$ cat src/packed_3bpp_line_buffer_assert.svh
// assertion macros for the packed 3bpp line buffer
`ifndef PACKED_3BPP_LINE_BUFFER_ASSERT_SVH
`define PACKED_3BPP_LINE_BUFFER_ASSERT_SVH

// same-cycle implication, checked outside reset
`define PLBUF_ASSERT_NOW(label, ante, cons, msg) \
	label: assert property (@(posedge clk) disable iff (!arst_n) (ante) |-> (cons)) \
		else $error(msg);

// next-cycle implication, checked outside reset
`define PLBUF_ASSERT_NEXT(label, ante, cons, msg) \
	label: assert property (@(posedge clk) disable iff (!arst_n) (ante) |=> (cons)) \
		else $error(msg);

`endif

$ cat src/plbuf_pkg.sv
// shared constants, types and helpers for the packed 3bpp line buffer
package plbuf_pkg;

	// line geometry
	localparam int LINE_PIXELS = 128;
	localparam int LINE_BYTES  = 48;

	// byte store address width
	localparam int ADDR_W = $clog2(LINE_BYTES);
	// width of a byte number computed from a pixel position (3 * 1023 / 8 + 1)
	localparam int BYTE_W = 9;
	// width for comparing a pixel position against the line width
	localparam int PIX_CMP_W = 11;

	// beat widths
	localparam int IN_W  = 24;
	localparam int OUT_W = 16;

	typedef enum logic [1:0] {
		OP_WRITE = 2'd0,
		OP_FILL  = 2'd1,
		OP_READ  = 2'd2,
		OP_NONE  = 2'd3
	} op_t;

	typedef enum logic [2:0] {
		ST_IDLE,
		ST_WR_LO,
		ST_WR_HI,
		ST_FILL,
		ST_RESP
	} state_t;

	// controller to datapath
	typedef struct packed {
		logic capture;   // take the incoming beat
		logic rd_live;   // read the store at the incoming beat's byte
		logic rd_hi;     // read the second byte of a straddling pixel
		logic wr_lo;     // write back the first byte of a pixel
		logic wr_hi;     // write back the second byte of a pixel
		logic fill_wr;   // write one fill byte and advance
		logic load_out;  // load the result register
	} cmd_t;

	// datapath to controller
	typedef struct packed {
		op_t  live_op;   // op of the incoming beat
		logic live_ok;   // incoming beat is in range
		logic spans;     // captured pixel straddles two bytes
		logic fill_last; // fill counter on the last byte
	} status_t;

endpackage

$ cat src/packed_3bpp_line_buffer.sv
// Line buffer for one display line of 3-bit RGB pixels packed MSB first into bytes
// (pixel p at line bits 3p..3p+2, red first). One op per input beat, one result beat
// each. A byte read passes idle and respond, a pixel write idle, write-low and
// respond, with write-high before respond when the pixel straddles two bytes, since
// each byte is a read-modify-write through the single write and single read port of
// the byte store. A fill writes one byte a cycle into all LINE_BYTES bytes.
// A rejected op goes from idle to respond. The next beat is taken while a result
// still waits on the output. Bytes read before any fill or write hold unknown data.
module packed_3bpp_line_buffer (
	input  logic                        clk,
	input  logic                        arst_n,
	input  logic                        s_tvalid,
	output logic                        s_tready,
	// [1:0] op, [11:2] pixel_pos, [14:12] pixel_colour, [22:15] byte_index
	input  logic [plbuf_pkg::IN_W-1:0]  s_tdata,
	output logic                        m_tvalid,
	input  logic                        m_tready,
	// [0] accepted, [8:1] read_byte
	output logic [plbuf_pkg::OUT_W-1:0] m_tdata
);

	`include "packed_3bpp_line_buffer_assert.svh"

	plbuf_pkg::cmd_t    cmd;
	plbuf_pkg::status_t status;

	// sequencer
	plbuf_ctrl u_ctrl (
		.clk      (clk),
		.arst_n   (arst_n),
		.s_tvalid (s_tvalid),
		.s_tready (s_tready),
		.m_tvalid (m_tvalid),
		.m_tready (m_tready),
		.status   (status),
		.cmd      (cmd)
	);

	// store and merge logic
	plbuf_dp u_dp (
		.clk     (clk),
		.arst_n  (arst_n),
		.s_tdata (s_tdata),
		.m_tdata (m_tdata),
		.cmd     (cmd),
		.status  (status)
	);

	// no store write while a new beat can be taken
	`PLBUF_ASSERT_NOW(a_no_write_when_ready, cmd.wr_lo || cmd.wr_hi || cmd.fill_wr, !s_tready, "store write while ready")
	// a second-byte read is always followed by its write back
	`PLBUF_ASSERT_NEXT(a_hi_read_then_write, cmd.rd_hi, cmd.wr_hi, "straddle write back missing")
	// a loaded result shows on the output
	`PLBUF_ASSERT_NEXT(a_load_shows_valid, cmd.load_out, m_tvalid && s_tready, "result not presented")

endmodule

$ cat src/plbuf_ram.sv
// generic single-write, single-read ram with registered read data
module plbuf_ram #(
	parameter int WIDTH = 8,
	parameter int DEPTH = 48
) (
	input  logic                     clk,
	input  logic                     we,
	input  logic [$clog2(DEPTH)-1:0] waddr,
	input  logic [WIDTH-1:0]         wdata,
	input  logic                     re,
	input  logic [$clog2(DEPTH)-1:0] raddr,
	output logic [WIDTH-1:0]         rdata
);

	logic [WIDTH-1:0] mem [DEPTH];

	// write port
	always_ff @(posedge clk) begin
		if (we) begin
			mem[waddr] <= wdata;
		end
	end

	// registered read port, holds when idle
	always_ff @(posedge clk) begin
		if (re) begin
			rdata <= mem[raddr];
		end
	end

endmodule

$ cat src/plbuf_ctrl.sv
// controller state machine for the packed 3bpp line buffer
module plbuf_ctrl (
	input  logic              clk,
	input  logic              arst_n,
	input  logic              s_tvalid,
	output logic              s_tready,
	output logic              m_tvalid,
	input  logic              m_tready,
	input  plbuf_pkg::status_t status,
	output plbuf_pkg::cmd_t    cmd
);

	plbuf_pkg::state_t state_q, state_d;
	logic out_valid_q;

	// state register
	always_ff @(posedge clk or negedge arst_n) begin
		if (!arst_n) begin
			state_q <= plbuf_pkg::ST_IDLE;
		end else begin
			state_q <= state_d;
		end
	end

	// next state
	always_comb begin
		state_d = state_q;
		unique case (state_q)
			plbuf_pkg::ST_IDLE: begin
				if (s_tvalid) begin
					if (!status.live_ok) begin
						state_d = plbuf_pkg::ST_RESP;
					end else begin
						unique case (status.live_op)
							plbuf_pkg::OP_WRITE: state_d = plbuf_pkg::ST_WR_LO;
							plbuf_pkg::OP_FILL:  state_d = plbuf_pkg::ST_FILL;
							default:             state_d = plbuf_pkg::ST_RESP;
						endcase
					end
				end
			end
			plbuf_pkg::ST_WR_LO: begin
				state_d = status.spans ? plbuf_pkg::ST_WR_HI : plbuf_pkg::ST_RESP;
			end
			plbuf_pkg::ST_WR_HI: begin
				state_d = plbuf_pkg::ST_RESP;
			end
			plbuf_pkg::ST_FILL: begin
				if (status.fill_last) begin
					state_d = plbuf_pkg::ST_RESP;
				end
			end
			plbuf_pkg::ST_RESP: begin
				if (!out_valid_q || m_tready) begin
					state_d = plbuf_pkg::ST_IDLE;
				end
			end
			default: state_d = plbuf_pkg::ST_IDLE;
		endcase
	end

	// command outputs
	always_comb begin
		cmd = '0;
		unique case (state_q)
			plbuf_pkg::ST_IDLE: begin
				cmd.capture = s_tvalid;
				cmd.rd_live = s_tvalid && status.live_ok &&
					(status.live_op == plbuf_pkg::OP_WRITE ||
					 status.live_op == plbuf_pkg::OP_READ);
			end
			plbuf_pkg::ST_WR_LO: begin
				cmd.wr_lo = 1'b1;
				cmd.rd_hi = status.spans;
			end
			plbuf_pkg::ST_WR_HI: begin
				cmd.wr_hi = 1'b1;
			end
			plbuf_pkg::ST_FILL: begin
				cmd.fill_wr = 1'b1;
			end
			plbuf_pkg::ST_RESP: begin
				cmd.load_out = !out_valid_q || m_tready;
			end
			default: cmd = '0;
		endcase
	end

	// result beat valid flag
	always_ff @(posedge clk or negedge arst_n) begin
		if (!arst_n) begin
			out_valid_q <= 1'b0;
		end else if (cmd.load_out) begin
			out_valid_q <= 1'b1;
		end else if (m_tready) begin
			out_valid_q <= 1'b0;
		end
	end

	assign s_tready = (state_q == plbuf_pkg::ST_IDLE);
	assign m_tvalid = out_valid_q;

endmodule

$ cat src/plbuf_dp.sv
// datapath for the packed 3bpp line buffer: decode, byte store, bit merge, result
module plbuf_dp (
	input  logic                           clk,
	input  logic                           arst_n,
	input  logic [plbuf_pkg::IN_W-1:0]     s_tdata,
	output logic [plbuf_pkg::OUT_W-1:0]    m_tdata,
	input  plbuf_pkg::cmd_t                cmd,
	output plbuf_pkg::status_t             status
);

	// incoming fields
	plbuf_pkg::op_t    live_op;
	logic [9:0]        live_pos;
	logic [2:0]        live_colour;
	logic [7:0]        live_idx;
	logic [11:0]       live_bit;
	logic [plbuf_pkg::BYTE_W-1:0] live_byte;
	logic              live_ok;

	// captured item
	plbuf_pkg::op_t    op_q;
	logic [2:0]        colour_q;
	logic [2:0]        off_q;
	logic [plbuf_pkg::BYTE_W-1:0] b0_q;
	logic              acc_q;

	// fill sequencing
	logic [plbuf_pkg::ADDR_W-1:0] fill_cnt_q;
	logic [1:0]        phase_q;
	logic [23:0]       pattern;
	logic [7:0]        fill_byte;

	// merge
	logic [3:0]        sh;
	logic [15:0]       mask16;
	logic [15:0]       data16;
	logic [plbuf_pkg::BYTE_W-1:0] b1;

	// store ports
	logic              ram_we;
	logic [plbuf_pkg::ADDR_W-1:0] ram_waddr;
	logic [7:0]        ram_wdata;
	logic              ram_re;
	logic [plbuf_pkg::ADDR_W-1:0] ram_raddr;
	logic [7:0]        ram_rdata;
	logic [plbuf_pkg::BYTE_W-1:0] rd_byte;

	// result register
	logic              res_acc_q;
	logic [7:0]        res_byte_q;

	// unpack and range check the incoming beat
	assign live_op     = plbuf_pkg::op_t'(s_tdata[1:0]);
	assign live_pos    = s_tdata[11:2];
	assign live_colour = s_tdata[14:12];
	assign live_idx    = s_tdata[22:15];
	assign live_bit    = {2'b00, live_pos} + {1'b0, live_pos, 1'b0};
	assign live_byte   = live_bit[11:3];

	always_comb begin
		unique case (live_op)
			plbuf_pkg::OP_WRITE:
				live_ok = {1'b0, live_pos} < plbuf_pkg::PIX_CMP_W'(plbuf_pkg::LINE_PIXELS);
			plbuf_pkg::OP_FILL:
				live_ok = 1'b1;
			plbuf_pkg::OP_READ:
				live_ok = {1'b0, live_idx} < plbuf_pkg::BYTE_W'(plbuf_pkg::LINE_BYTES);
			default:
				live_ok = 1'b0;
		endcase
	end

	// capture the item on accept
	always_ff @(posedge clk) begin
		if (cmd.capture) begin
			op_q     <= live_op;
			colour_q <= live_colour;
			off_q    <= live_bit[2:0];
			b0_q     <= live_byte;
			acc_q    <= live_ok;
		end
	end

	// fill counter and pattern phase
	always_ff @(posedge clk or negedge arst_n) begin
		if (!arst_n) begin
			fill_cnt_q <= '0;
			phase_q    <= 2'd0;
		end else if (cmd.capture) begin
			fill_cnt_q <= '0;
			phase_q    <= 2'd0;
		end else if (cmd.fill_wr) begin
			fill_cnt_q <= fill_cnt_q + plbuf_pkg::ADDR_W'(1);
			phase_q    <= (phase_q == 2'd2) ? 2'd0 : phase_q + 2'd1;
		end
	end

	// eight pixels make three bytes
	assign pattern = {8{colour_q}};
	always_comb begin
		unique case (phase_q)
			2'd0:    fill_byte = pattern[23:16];
			2'd1:    fill_byte = pattern[15:8];
			default: fill_byte = pattern[7:0];
		endcase
	end

	// pixel bits in a two-byte window, red highest
	assign sh     = 4'd13 - {1'b0, off_q};
	assign mask16 = 16'h0007 << sh;
	assign data16 = {13'b0, colour_q} << sh;
	assign b1     = b0_q + plbuf_pkg::BYTE_W'(1);

	// write port select, bytes past the store are dropped
	always_comb begin
		ram_we    = 1'b0;
		ram_waddr = fill_cnt_q;
		ram_wdata = fill_byte;
		if (cmd.fill_wr) begin
			ram_we = 1'b1;
		end else if (cmd.wr_lo) begin
			ram_we    = b0_q < plbuf_pkg::BYTE_W'(plbuf_pkg::LINE_BYTES);
			ram_waddr = b0_q[plbuf_pkg::ADDR_W-1:0];
			ram_wdata = (ram_rdata & ~mask16[15:8]) | data16[15:8];
		end else if (cmd.wr_hi) begin
			ram_we    = b1 < plbuf_pkg::BYTE_W'(plbuf_pkg::LINE_BYTES);
			ram_waddr = b1[plbuf_pkg::ADDR_W-1:0];
			ram_wdata = (ram_rdata & ~mask16[7:0]) | data16[7:0];
		end
	end

	// read port select
	always_comb begin
		if (cmd.rd_hi) begin
			rd_byte = b1;
		end else if (live_op == plbuf_pkg::OP_READ) begin
			rd_byte = {1'b0, live_idx};
		end else begin
			rd_byte = live_byte;
		end
		ram_re    = (cmd.rd_live || cmd.rd_hi) &&
			(rd_byte < plbuf_pkg::BYTE_W'(plbuf_pkg::LINE_BYTES));
		ram_raddr = rd_byte[plbuf_pkg::ADDR_W-1:0];
	end

	plbuf_ram #(
		.WIDTH(8),
		.DEPTH(plbuf_pkg::LINE_BYTES)
	) u_store (
		.clk   (clk),
		.we    (ram_we),
		.waddr (ram_waddr),
		.wdata (ram_wdata),
		.re    (ram_re),
		.raddr (ram_raddr),
		.rdata (ram_rdata)
	);

	// result register
	always_ff @(posedge clk) begin
		if (cmd.load_out) begin
			res_acc_q  <= acc_q;
			res_byte_q <= (op_q == plbuf_pkg::OP_READ && acc_q) ? ram_rdata : 8'h00;
		end
	end

	assign m_tdata = {7'b0, res_byte_q, res_acc_q};

	assign status.live_op   = live_op;
	assign status.live_ok   = live_ok;
	assign status.spans     = off_q[2] & off_q[1];
	assign status.fill_last = fill_cnt_q == plbuf_pkg::ADDR_W'(plbuf_pkg::LINE_BYTES - 1);

endmodule

$ cat config.mk
export PLATFORM = sky130hd
export DESIGN_NAME = packed_3bpp_line_buffer
export DESIGN_NICKNAME = d
export VERILOG_FILES = /design/src/plbuf_pkg.sv /design/src/packed_3bpp_line_buffer.sv /design/src/plbuf_ram.sv /design/src/plbuf_ctrl.sv /design/src/plbuf_dp.sv
export VERILOG_INCLUDE_DIRS = /design/src /design/src/src
export SDC_FILE = /design/constraint.sdc
export NUM_CORES = 1
export LEC_CHECK = 0
export BUFFER_PORTS_ARGS = -buffer_cell sky130_fd_sc_hd__buf_2
export CAP_MARGIN = 20
export CORE_ASPECT_RATIO = 1.5
export CORE_MARGIN = 2
export CORE_UTILIZATION = 67
export DETAILED_ROUTE_END_ITERATION = 6
export GPL_TIMING_DRIVEN = 0
export HOLD_SLACK_MARGIN = 0.1
export PLACE_DENSITY = 0.95
export SLEW_MARGIN = 20
export SYNTH_ARGS = -nofsm -noshare
export SYNTH_HDL_FRONTEND = slang
export SYNTH_SLANG_ARGS = --single-unit
$ cat constraint.sdc
create_clock -name clk -period 12.28 [get_ports clk]
set_input_delay 3.07 -clock clk [delete_from_list [all_inputs] [get_ports clk]]
set_output_delay 3.07 -clock clk [all_outputs]
set_load 0.02 [all_outputs]
# After elaboration in Yosys (flattened, before gate mapping)
# Memory sizes are Yosys's and may differ from the RTL's. A register that Yosys moved wholly into a read port is not among the register bits.
# Index checks and enable logic that the tools add are counted.
[classes]
addsub = 5
mul = 0
n_div = 0
order_cmp = 5
eq_ne = 13
shift = 2
muxes = 34
bitwise_logic = 7
reduce_logical = 14
[op_table]
columns = ["op", "n"]
rows = [
  ["$mux W6", 5],
  ["$lt A9 B6 Y1 const B", 3],
  ["$mux W8", 3],
  ["$mux W9", 2],
  ["$and A8 B8 Y8", 2],
  ["$not A8 Y8", 2],
  ["$or A8 B8 Y8", 2],
  ["$pmux W8 S2", 1],
  ["$shl A3 B4 Y16", 1],
  ["$shl A3 B4 Y16 const A", 1],
  ["$mux W3", 5],
  ["$pmux W3 S5", 1],
  ["$add A10 B11 Y12", 1],
  ["$lt A10 B8 Y1 const B", 1],
  ["$mux W1", 10],
  ["$mux W2", 5],
  ["$add A9 B1 Y9 const B", 1],
  ["$lt A8 B6 Y1 const B", 1],
  ["$add A6 B1 Y6 const B", 1],
  ["$eq A2 B2 Y1 const B", 3],
  ["$eq A3 B2 Y1 const B", 2],
  ["$eq A6 B6 Y1 const B", 1],
  ["$pmux W3 S2", 1],
  ["$eq A2 B1 Y1 const B", 2],
  ["15 further kinds", 23],
]
[totals]
register_bits = 39
latch_bits = 0
mem_bits_rw = 384
romBits = 0
in_bits = 28
output_inout_bits = 18
wordCells = 92
n_memories = 1
[mem_list]
columns = ["memory", "depth", "word_bits", "rd", "rd_clocked_by_memory_dff", "write_ports", "line", "text"]
rows = [
  ["u_dp.u_store.mem", 48, 8, 1, 1, 1, "plbuf_ram.sv:15", "logic [WIDTH-1:0] mem [DEPTH];"],
]

# Logic depth before layout (Yosys ltp)
[depth]
depth_word = 8
depth_mapped = 14
mapped_depth_nobuf = 12

# By module
# A second synthesis with hierarchy kept.
[unflattened]
hier_cells = 1170
area_unflattened_um2 = 18719.2
[modules_own_cells]
columns = ["mod", "instances", "cells_each", "area_each_um2", "seq_area_each_um2"]
rows = [
  ["plbuf_ram", 1, 793, 15429.8, 11771.3],
  ["plbuf_dp", 1, 347, 3014.1, 1011.0],
  ["plbuf_ctrl", 1, 30, 275.3, 100.1],
]

# Worst setup path before layout
# Ideal clock, no wire load.
[synth_timing]
path_type = "input port to flip-flop"
startpoint = "input s_tdata[2] in the netlist's numbering"
endpoint = "register u_dp.u_store.rdata[6], read port of u_dp.u_store.mem, data pin"
setup_ns = 0.259
arrival_time_ns = 5.352
required_ns = 12.021
slack_ns = 6.669
path_stages = 11
path_buffers = 1
path_cell_list = "ha_1 inv_1 fa_1 xnor2_1 a211o_1 nand2_2 buf_4 mux4_2 mux2_2 o22ai_1 nor3_1"
[synth_via]
word_cells_on_any_way = 11
cone_classes = "add/sub (1); order compare (2); mux (4); reduce/logical (4)"
[synth_lines]
columns = ["element", "line", "text"]
rows = [
  ["from (decl)", "packed_3bpp_line_buffer.sv:15", "input logic [plbuf_pkg::IN_W-1:0] s_tdata,"],
  ["$add A10 B11 Y12 (*)", "plbuf_dp.sv:57", "assign live_bit = {2'b00, live_pos} + {1'b0, live_pos, 1'b0};"],
  ["via u_dp.live_bit[3]", "plbuf_dp.sv:16", "logic [11:0] live_bit;"],
  ["$mux W9 (*)", "plbuf_dp.sv:136", "end else if (live_op == plbuf_pkg::OP_READ) begin"],
  ["$mux W9 (*)", "plbuf_dp.sv:134", "if (cmd.rd_hi) begin"],
  ["$lt A9 B6 Y1", "plbuf_dp.sv:142", "(rd_byte < plbuf_pkg::BYTE_W'(plbuf_pkg::LINE_BYTES));"],
  ["$logic_and A1 B1 Y1", "plbuf_dp.sv:141", "ram_re = (cmd.rd_live || cmd.rd_hi) &&"],
  ["to (decl)", "plbuf_ram.sv:12", "output logic [WIDTH-1:0] rdata"],
]
# The timed path passes the listed nets; every way through them passes the cells marked *.
# A chain may end at the register's enable or synchronous reset.

# Worst setup path after layout
[layout_timing]
startpoint = "input s_tdata[3] in the netlist's numbering"
endpoint = "register u_dp.u_store.rdata[1], read port of u_dp.u_store.mem, data pin"
# The elaborated chain is that of the path after synthesis.

==> implementation parameters <==
Parameter                              Value

Synth
  Most common flop cell mapped by yosys    sky130_fd_sc_hd__edfxtp_1
  Number of enable flip-flop cells after synthesis    419
  Number of instances in the synthesized netlist    between 1000 and 1500
  Cell area after technology mapping    0.0188 mm^2
  Biggest area consumer among synthesized cells    sky130_fd_sc_hd__edfxtp_1
  Cells taking the most area after synthesis    sky130_fd_sc_hd__edfxtp_1, sky130_fd_sc_hd__nand2_1, sky130_fd_sc_hd__mux2i_1
  Synth cell types    72
  Synthesis-stage register bit count    431
  Share of Yosys cell area claimed by the top area cell type    0.670
  Average cell area after synthesis    13.0 um^2
  Share of synthesized area occupied by flip-flops and latches    0.686
  Yosys Warn Count    0
  FFs w/ async S/R, synth    0.0278

STA
  Post-layout min period    6.39 ns
  Number of endpoints with negative hold slack in the final report    0
  Final period utilization    0.521
  Setup clock skew after layout    0.0277 ns
  Number of endpoints failing setup at the final stage    0
  Transition time of the tightest slew-check pin    1.12 ns
  Number of max-slew violations in the final report    0
  Worst rel slew slack    0.243
  Setup repair after global routing missed its margin    no
  Total negative slack for setup checks    0 ns
  Max Fclk    around 160 MHz

Worst setup path
  Critical Path End Type    flop
  Flop-to-flop setup slack    7.86 ns
  Critical path start-end classification    in -> reg
  Crit path max fanout    10
  Length in cells of the worst reg-to-reg path    12
  Data required time of the critical path    12.64 ns
  Nature of the critical path startpoint    primary input
  Worst R2R End    u_dp.u_store.rdata[1]$_DFFE_PP_
  Critical Path AT    between 6 and 7 ns
  Startpoint of the most critical register-to-register path    u_dp.off_q[2]$_DFFE_PP_

Global route
  Global-route usage over all layers    0.357
  Global-route wire length before repair    77700 um
  Total grt overflow    0
  Pin count of the biggest net entering global routing    40
  Antenna violations before repair    0
  Via count of the first global-routing pass    13400

Cells and area
  Diode insertion count for antenna repair    0
  Relative area change from synthesis to final layout    12.6%
  Footprint of the flip-flops and latches    0.0129 mm^2
  Area of combinational cells with multiple inputs    ~0.0055 mm^2
  Net total in the final layout    1582
  Layout cell share with drive strength beyond 1    0.124
  Final-layout fill cell count    1495
  Non-filler cells, final    1914
  Final Cell Area    ~0.021 mm^2

CTS
  CTS tree    yes
  TritonCTS sink count    431
  Post-CTS Hold Buffers    0
  Clock-pin slew on the worst setup and hold paths    0.06 ns
  Source-to-sink clock delay at the later pin of the worst-skew pair    around 0.57 ns
  Number of gates resized after CTS    0
  Inserted Clock Buffers    40
  Depth of the CTS H-tree    2
  Clock Tree Root    sky130_fd_sc_hd__clkbuf_16
  Number of setup buffers added after CTS    0
  Deepest clock path buffer count    3

Power and ir drop
  Leak pwr    0.00737 uW
  Switching component of the power    846 uW
  Clock share of power    0.396
  Fraction of power consumed by sequential logic    0.479
  Cell Int Power    2480 uW
  Pwr per Cell Area    157 mW/mm^2
  Power share of the combinational group    0.126
  Worst vdd ir    141 uV
  Net Sw Frac    0.254

Place
  Global placement routability congestion    1.01
  Instance area after placement    0.0198 mm^2
  Placed insts    1840
  Sum of net half-perimeters after detailed placement    about 35000 um
  Count of input and output buffers    37

Job
  Max cap viols    0

Detailed routing
  Detailed-route via count    13400
  Average wire per cell in the routed design    27.1 um
  Number of routed nets with antenna violations    0
  DRC violation total after the first TritonRoute iteration    1942
  Per-cell via count in the routed design    approximately 7.0
  Aggregate routed wire length    51900 um
  Number of remaining DRC errors    3
  Detailed-router iteration count before antenna repair    7

Worst hold path
  Type of the worst min-delay path    reg -> reg
  Capture endpoint of the worst hold path    u_dp.res_acc_q$_DFFE_PP_
  Worst hold path stage count    0
  Startpoint of the worst hold path    u_dp.acc_q$_DFFE_PP_

Floorplanning
  Number of I/O pins    46
  Placement Rows    75
  Full die area    0.0294 mm^2
  Placeable core region    0.0278 mm^2
  Initial Util    0.676
  Vertical die dimension    between 200 and 250 um
  Overall die width    141 um

Outcome
  Failing checks    DRC
  Status    complete, but fails checks
==> placed cells by master (no fill, tap or decap), types with 21 or more instances in the layout <==
cell and n:
sky130_fd_sc_hd__clkbuf_16 40, sky130_fd_sc_hd__a21oi_1 40, sky130_fd_sc_hd__nand2_1 302, sky130_fd_sc_hd__edfxtp_1 419, sky130_fd_sc_hd__nand3_1 56, sky130_fd_sc_hd__a22oi_1 22, sky130_fd_sc_hd__and3_1 34, sky130_fd_sc_hd__o21ai_0 27
sky130_fd_sc_hd__buf_2 60, sky130_fd_sc_hd__nor2_1 98, sky130_fd_sc_hd__mux2i_1 45, sky130_fd_sc_hd__a311oi_1 21, sky130_fd_sc_hd__clkbuf_1 53
==> how the worst max path moves through the flow <==
| stage | end | start | depth (start not counted) | slack (ns) |
|---|---|---|---|---|
| after detailed placement | u_dp.u_store.rdata[0]$_DFFE_PP_ | s_tdata[3] | 13 | 5.56 |
| after CTS | u_dp.u_store.rdata[1]$_DFFE_PP_ | s_tdata[3] | 13 | 6.09 |
| after floorplan | u_dp.u_store.rdata[6]$_DFFE_PP_ | s_tdata[2] | 11 | 6.67 |
| after global placement | u_dp.u_store.mem[10][2]$_DFFE_PP_ | u_dp.off_q[1]$_DFFE_PP_ | 9 | 4.14 |
| after global routing | u_dp.u_store.rdata[1]$_DFFE_PP_ | s_tdata[3] | 13 | 5.80 |
| final | u_dp.u_store.rdata[1]$_DFFE_PP_ | s_tdata[3] | 13 | 5.89 |
==> power groups by stage <==
stage / clock network [uW] / registers [uW] / logic (uW)
final: 1320 / 1590 / 418
after global routing: 1370 / 1590 / 433
after CTS: 1310 / 1590 / 398
after detailed placement: 0 / 1630 / 389
after global placement: 0 / 1630 / 377
after floorplan: 0 / 1630 / 257
==> metrics by stage <==
step                hold WS (ns)  total power [uW]  worst slack, ns   util
global route               0.498              3390             5.80  0.762
floorplan                  0.427              1880             6.67      -
finish                     0.489              3330             5.89  0.762
global placement           0.469              2000             4.14  0.700
CTS                        0.492              3300             6.09  0.762
detailed placement         0.473              2020             5.56  0.712
==> synth_stat cells, drive strengths merged (2+ instances only) <==
cell type and instances:
a211oi 10, a21oi 41, a221oi 5, a22oi 22, a311o 7, a311oi 21, a31oi 16, a32o 8
and2 12, and3 34, buf 46, clkbuf 50, dfrtp 12, edfxtp 419, ha 17, inv 19
mux2 3, mux2i 45, mux4 20, nand2 303, nand2b 9, nand3 56, nand4 17, nor2 98
nor2b 9, nor3 10, nor3b 2, nor4 8, o211ai 11, o21a 4, o21ai 35, o221ai 8
o22ai 9, o31ai 5, or2 2, or3 5, xnor2 9, xor2 7
==> state kept, by name, indices dropped and copies added, names as in the netlist <==
signal and cells:
u_dp.b0_q 9, u_dp.colour_q 3, u_dp.u_store.rdata 8, u_dp.res_acc_q 1, u_dp.u_store.mem 384, u_dp.phase_q 2
u_dp.op_q 2, u_dp.off_q 3, u_dp.acc_q 1, u_ctrl.m_tvalid 1, u_dp.fill_cnt_q 6, u_ctrl.state_q 3
u_dp.res_byte_q 8
==> cell type report <==
| class | count | area share |
|---|---|---|
| Timing Repair Buffer | 48 | 0.0203 |
| Buffer | 96 | 0.0221 |
| Clock buffer | 43 | 0.0479 |
| Inverter | 20 | 0.00355 |
| Clock inverter | 31 | 0.0175 |
| Multi-Input combinational cell | 899 | 0.259 |
| Tap cell | 346 | 0.0205 |
| Sequential cell | 431 | 0.609 |
==> layer usage <==
metal | global-route usage | vias to the layer above | routed length (um)
met5 | 0 | - | 0
met4 | 0.268 | 0 | 4840
met3 | 0.0889 | 338 | 5790
met2 | 0.589 | 1149 | 25300
met1 | 0.401 | 6340 | 16100
li1 | - | 5572 | -
==> worst max-delay path, cell delays in order <==
cell                       delay, ns
sky130_fd_sc_hd__buf_2          0.10
sky130_fd_sc_hd__ha_1           0.18
sky130_fd_sc_hd__inv_1          0.06
sky130_fd_sc_hd__fa_1           0.39
sky130_fd_sc_hd__xnor2_1        0.32
sky130_fd_sc_hd__a211o_1        0.24
sky130_fd_sc_hd__and2_1         0.13
sky130_fd_sc_hd__buf_4          0.20
sky130_fd_sc_hd__clkbuf_1       0.63
sky130_fd_sc_hd__mux2i_1        0.49
sky130_fd_sc_hd__o211ai_1       0.20
sky130_fd_sc_hd__a32o_1         0.36
sky130_fd_sc_hd__nor4_1         0.37
==> cell families (layout without fill, tap and decap cells) <==
logic type	Yosys count	after routing	synth area share
other	1	7	0.000200
and+or+nand+nor	573	573	0.135
DFF	431	431	0.686
buffers and inverters	116	238	0.0289
xor gates and xnor gates	16	16	0.00746
adders and majority gates	18	18	0.0124
AOI/OAI and AO/OA	217	217	0.0811
muxes	68	68	0.0497
(Power assumes the default switching activity.)
